--- config.mk ---
export PLATFORM = sky130hd
export DESIGN_NAME = lzrgb_ctrl
export DESIGN_NICKNAME = d
export VERILOG_FILES = /design/src/hdl/lzrgb_pkg.sv /design/src/hdl/lzrgb_ctrl.sv
export SDC_FILE = /design/constraint.sdc
export NUM_CORES = 1
export LEC_CHECK = 0
export BUFFER_PORTS_ARGS = -buffer_cell sky130_fd_sc_hd__buf_2
export CAP_MARGIN = 10
export CORE_AREA = 3 3 40 42
export DETAILED_ROUTE_END_ITERATION = 6
export DIE_AREA = 0 0 43 45
export GPL_ROUTABILITY_DRIVEN = 0
export GPL_TIMING_DRIVEN = 0
export MAX_ROUTING_LAYER = met4
export PLACE_DENSITY = 0.63
export SLEW_MARGIN = 20
export SYNTH_ARGS = -nofsm -noshare
export SYNTH_HDL_FRONTEND = slang
export SYNTH_SLANG_ARGS = --single-unit
export TNS_END_PERCENT = 100
--- constraint.sdc ---
create_clock -name clk -period 2.9 [get_ports clk]
set_clock_uncertainty 0.1 [all_clocks]
set_input_delay 0.725 -clock clk [delete_from_list [all_inputs] [get_ports clk]]
set_output_delay 0.725 -clock clk [all_outputs]
set_load 0.01 [all_outputs]
--- src/hdl/lzrgb_pkg.sv ---
// Shared constants, types and helpers for the RGB555 LZ image compressor.
// Used by the controller, the datapath and the top level.
package lzrgb_pkg;

  localparam int HISTORY_DEPTH_DEF = 4096;
  localparam int MAX_DIST = 2047;
  localparam int DIST_W = 11;
  localparam int RUN_W = 4;
  localparam int WIN = 16;
  localparam int PEND_W = 5;
  localparam int TOK_W = 23;
  localparam int BYTES_W = 24;

  localparam logic [RUN_W-1:0] MAX_RUN = 4'd15;
  localparam logic [7:0] LIT_CODE = 8'h08;
  localparam logic [7:0] LIT_FLAG = 8'h20;
  localparam logic [TOK_W-1:0] TOK_MAX = {TOK_W{1'b1}};

  typedef struct packed {
    logic accept;
    logic start;
    logic load;
    logic search;
    logic build;
    logic deliver;
  } lzrgb_cmd_t;

  typedef struct packed {
    logic token_due;
    logic load_done;
    logic search_done;
  } lzrgb_sts_t;

  // floor(c * a / 255) for 8-bit c and a, exact over the whole range.
  function automatic logic [7:0] premul(input logic [7:0] c, input logic [7:0] a);
    logic [16:0] x;
    logic [16:0] s;
    begin
      x = {1'b0, 16'(c) * 16'(a)} + 17'd1;
      s = x + {8'd0, x[16:8]};
      premul = s[15:8];
    end
  endfunction

endpackage

--- src/hdl/lzrgb_ctrl.sv ---
// Controller state machine of the compressor.
// Depends on lzrgb_pkg for the command and status structs.
module lzrgb_ctrl import lzrgb_pkg::*; (
  input  logic       clk,
  input  logic       rst_n,
  input  logic       in_valid,
  output logic       in_ready,
  output logic       out_valid,
  input  logic       out_ready,
  input  lzrgb_sts_t sts,
  output lzrgb_cmd_t cmd
);

  typedef enum logic [5:0] {
    S_IDLE   = 6'b000001,
    S_CHECK  = 6'b000010,
    S_LOAD   = 6'b000100,
    S_SEARCH = 6'b001000,
    S_BUILD  = 6'b010000,
    S_OUT    = 6'b100000
  } state_t;

  state_t state_r, state_nxt;

  always_comb begin
    state_nxt = state_r;
    case (state_r)
      S_IDLE: begin
        if (in_valid) state_nxt = S_CHECK;
      end
      S_CHECK: begin
        state_nxt = sts.token_due ? S_LOAD : S_IDLE;
      end
      S_LOAD: begin
        if (sts.load_done) state_nxt = S_SEARCH;
      end
      S_SEARCH: begin
        if (sts.search_done) state_nxt = S_BUILD;
      end
      S_BUILD: begin
        state_nxt = S_OUT;
      end
      S_OUT: begin
        if (out_ready) state_nxt = S_CHECK;
      end
      default: state_nxt = S_IDLE;
    endcase
  end

  always_ff @(posedge clk) begin
    if (!rst_n) state_r <= S_IDLE;
    else state_r <= state_nxt;
  end

  assign in_ready    = (state_r == S_IDLE);
  assign out_valid   = (state_r == S_OUT);
  assign cmd.accept  = (state_r == S_IDLE) && in_valid;
  assign cmd.start   = (state_r == S_CHECK) && sts.token_due;
  assign cmd.load    = (state_r == S_LOAD);
  assign cmd.search  = (state_r == S_SEARCH);
  assign cmd.build   = (state_r == S_BUILD);
  assign cmd.deliver = (state_r == S_OUT) && out_ready;

endmodule

==> impl_results.md <==
- Status: finished clean
- FMAX: 393.8 MHz
- Layout cell share with drive strength beyond 1: 0.2879
- FF+latch count, synth: 6
- Hold Path Sink: state_r[1]
- Tot GR Track Use: 0.1220
- Smallest hold slack: 0.5214 ns
- First-pass GRT wire length: 1.649 mm
- Vias in the first global route: 377
- Vias per inst: 5.296
- Antenna-violating nets left: 0
- Final Max Slew Viols: 0
- Kind of critical path: register to output port
- Antenna violations before repair: 0
- Cts repair resizes: 0
- H-tree depth: 1
- Row count: 13
- Fin. Hold Viols: 0
- PD cells: 437.0 mW/mm^2
- Worst EP required: 2.08 ns
- Syn_nets: 56
- R2R setup slack: 1.26 ns
- Max_slew headroom: 0.6069
- Synth Area per Inst: ~8.4 um^2
- Die height: roughly 45 um
- Hold Path Stages: 3
- LEAKAGE: roughly 0.26 nW
- Layout area overhead: 27.05%
- Post-synthesis sequential area ratio: 0.2918
- Biggest register: state_r
- Setup TNS: 0 ns
- Root Driver: clkbuf_4
- Yosys top cell area share: 0.2918
- Initial Utilization: 0.3204
- Worst-Skew Late Latency: between 0.2 and 0.3 ns
- Core Region: between 0.001 and 0.0015 mm^2
- Final Critical Period: 2.539 ns
- Number of remaining DRC errors: 0
- Worst Path Max Fanout: 7
- Net count reported at finish: 75
- Gr ovfl total: 0
- Worst-path clk slew: ~0.050 ns
- Synth Warn #: 0
- # setup viols final: 0
- Max reg flops: 6
- Top cells by count, synth: 6 x dfxtp_1, 6 x nor2_1
- Crit path from: state_r[0]
- Arrival @ worst endpoint: 1.71 ns
- # port buffers: 14
- Peak VDD IR: roughly 0.29 mV
- Post-CTS Setup Bufs: 0
- TritonCTS clock tree: done
- Pin count of the biggest net entering global routing: 11
- RSZ-0062 raised after global routing: no
- Clk sinks: 6
- Hold_buf cts: 0
- Area of the multi-input gates: 272.8 um^2
- DP HPWL: 722.7 um
- Tcrit/Tclk final: 0.8756
- Number of cells in the design after placement: 78
- Via count: 429
- Setup crit end kind: output port
- Min-delay worst type: register to register
- Post-Route WL: 960 um
- DR pass1 iterations: 2
- Initial DRC Count: 7
- Max_cap viols: 0
- Slew @ Worst Pin: 0.5851 ns
- HP Start: state_r[1]
- Seq. cell area: 120.1 um^2
- Ant diodes: 0
- Predominant post-synthesis flop cell: dfxtp_1
- Mapped cell area: around 410 um^2
- Non-Filler Instances: 81
- Dominant cells by area after synthesis: dfxtp_1 29%, and4b_1 7.3%, nor4b_1 6.4%
- Worst R2R Start: state_r[3]
- Biggest regs: state_r x6
- Die area: 0.001935 mm^2
- Die width: 43 um
- Fillers: roughly 130
- Post-synth ARST share: 0
- Syn Inst Count: 49
- Post-synth EDFFs: 0
- DR WL/cell: approximately 12 um
- IO Count: 15
- CTS Buf Count: 3
- Clock tree buffer depth: 2
- Worst setup SP type: register
- Cell taking the most area after synthesis: dfxtp_1
- R2r endpoint: state_r[4]
- Synth unique cells: 27
- Worst reg2reg path depth: 3
metal layers:
| metal | up-vias | track usage | wire [um] |
|---|---|---|---|
| li1 | 217 | - | - |
| met1 | 194 | 0.1574 | 471 |
| met2 | 14 | 0.1557 | 384 |
| met3 | 4 | 0.03984 | 68 |
| met4 | 0 | 0.09036 | 36 |
| met5 | - | - | 0 |
cell type report:
type,count,share of cell area
buffer,3,0.02871
clock buffer,3,0.04306
inverter,1,0.007177
multi-input combinational,39,0.5215
sequential,6,0.2297
tap,15,0.03589
timing repair buffer,14,0.1340
layout by cell type (no fill, tap or decap), drive strengths merged, types with 2 or more instances in the layout:
cell type and instances:
nor2 6, o21a 2, xor2 2, and4b 3, and3 3, nor3b 3
clkbuf 5, nor4b 3, dfxtp 6, and2 2, buf 15
how the worst max path moves through the flow:
stage	to	slack, ns	cells after the start
finish	cmd[1]	0.36	3
global route	cmd[1]	0.18	3
CTS	cmd[1]	0.41	3
detailed placement	cmd[1]	0.67	3
global placement	cmd[1]	0.68	3
floorplan	cmd[5]	0.78	3
power by group:
| part | switching, mW | internal [mW] | leakage (nW) |
|---|---|---|---|
| logic | 0.0277 | 0.0252 | 0.201 |
| clock network | 0.0337 | 0.0471 | 0.0138 |
| registers | 0.00660 | 0.0883 | 0.0489 |
| total | 0.0680 | 0.161 | 0.264 |
metrics by stage:
stage,util,instance area [um^2],setup WS (ns),total power [mW]
2_1_floorplan,-,411.6,0.7810,0.1308
3_3_place_gp,0.3895,500.5,0.6797,0.1484
3_5_place_dp,0.3895,500.5,0.6746,0.1496
4_1_cts,0.4070,523.0,0.4120,0.2304
5_1_grt,0.4070,523.0,0.1757,0.2435
6_report,0.4070,523.0,0.3608,0.2285
kinds of logic after synthesis:
family,synth area share
compound gates,0.1520
xor+xnor,0.04256
buf+inv,0.04560
flops,0.2918
simple gates,0.4681
worst max-delay path, cell delays in order (launching register included):
cell and delay (ns):
dfxtp_1 0.34, nor3_1 0.52, nor4b_1 0.40, buf_2 0.20
Note: power is estimated with default switching activity, not from simulation.
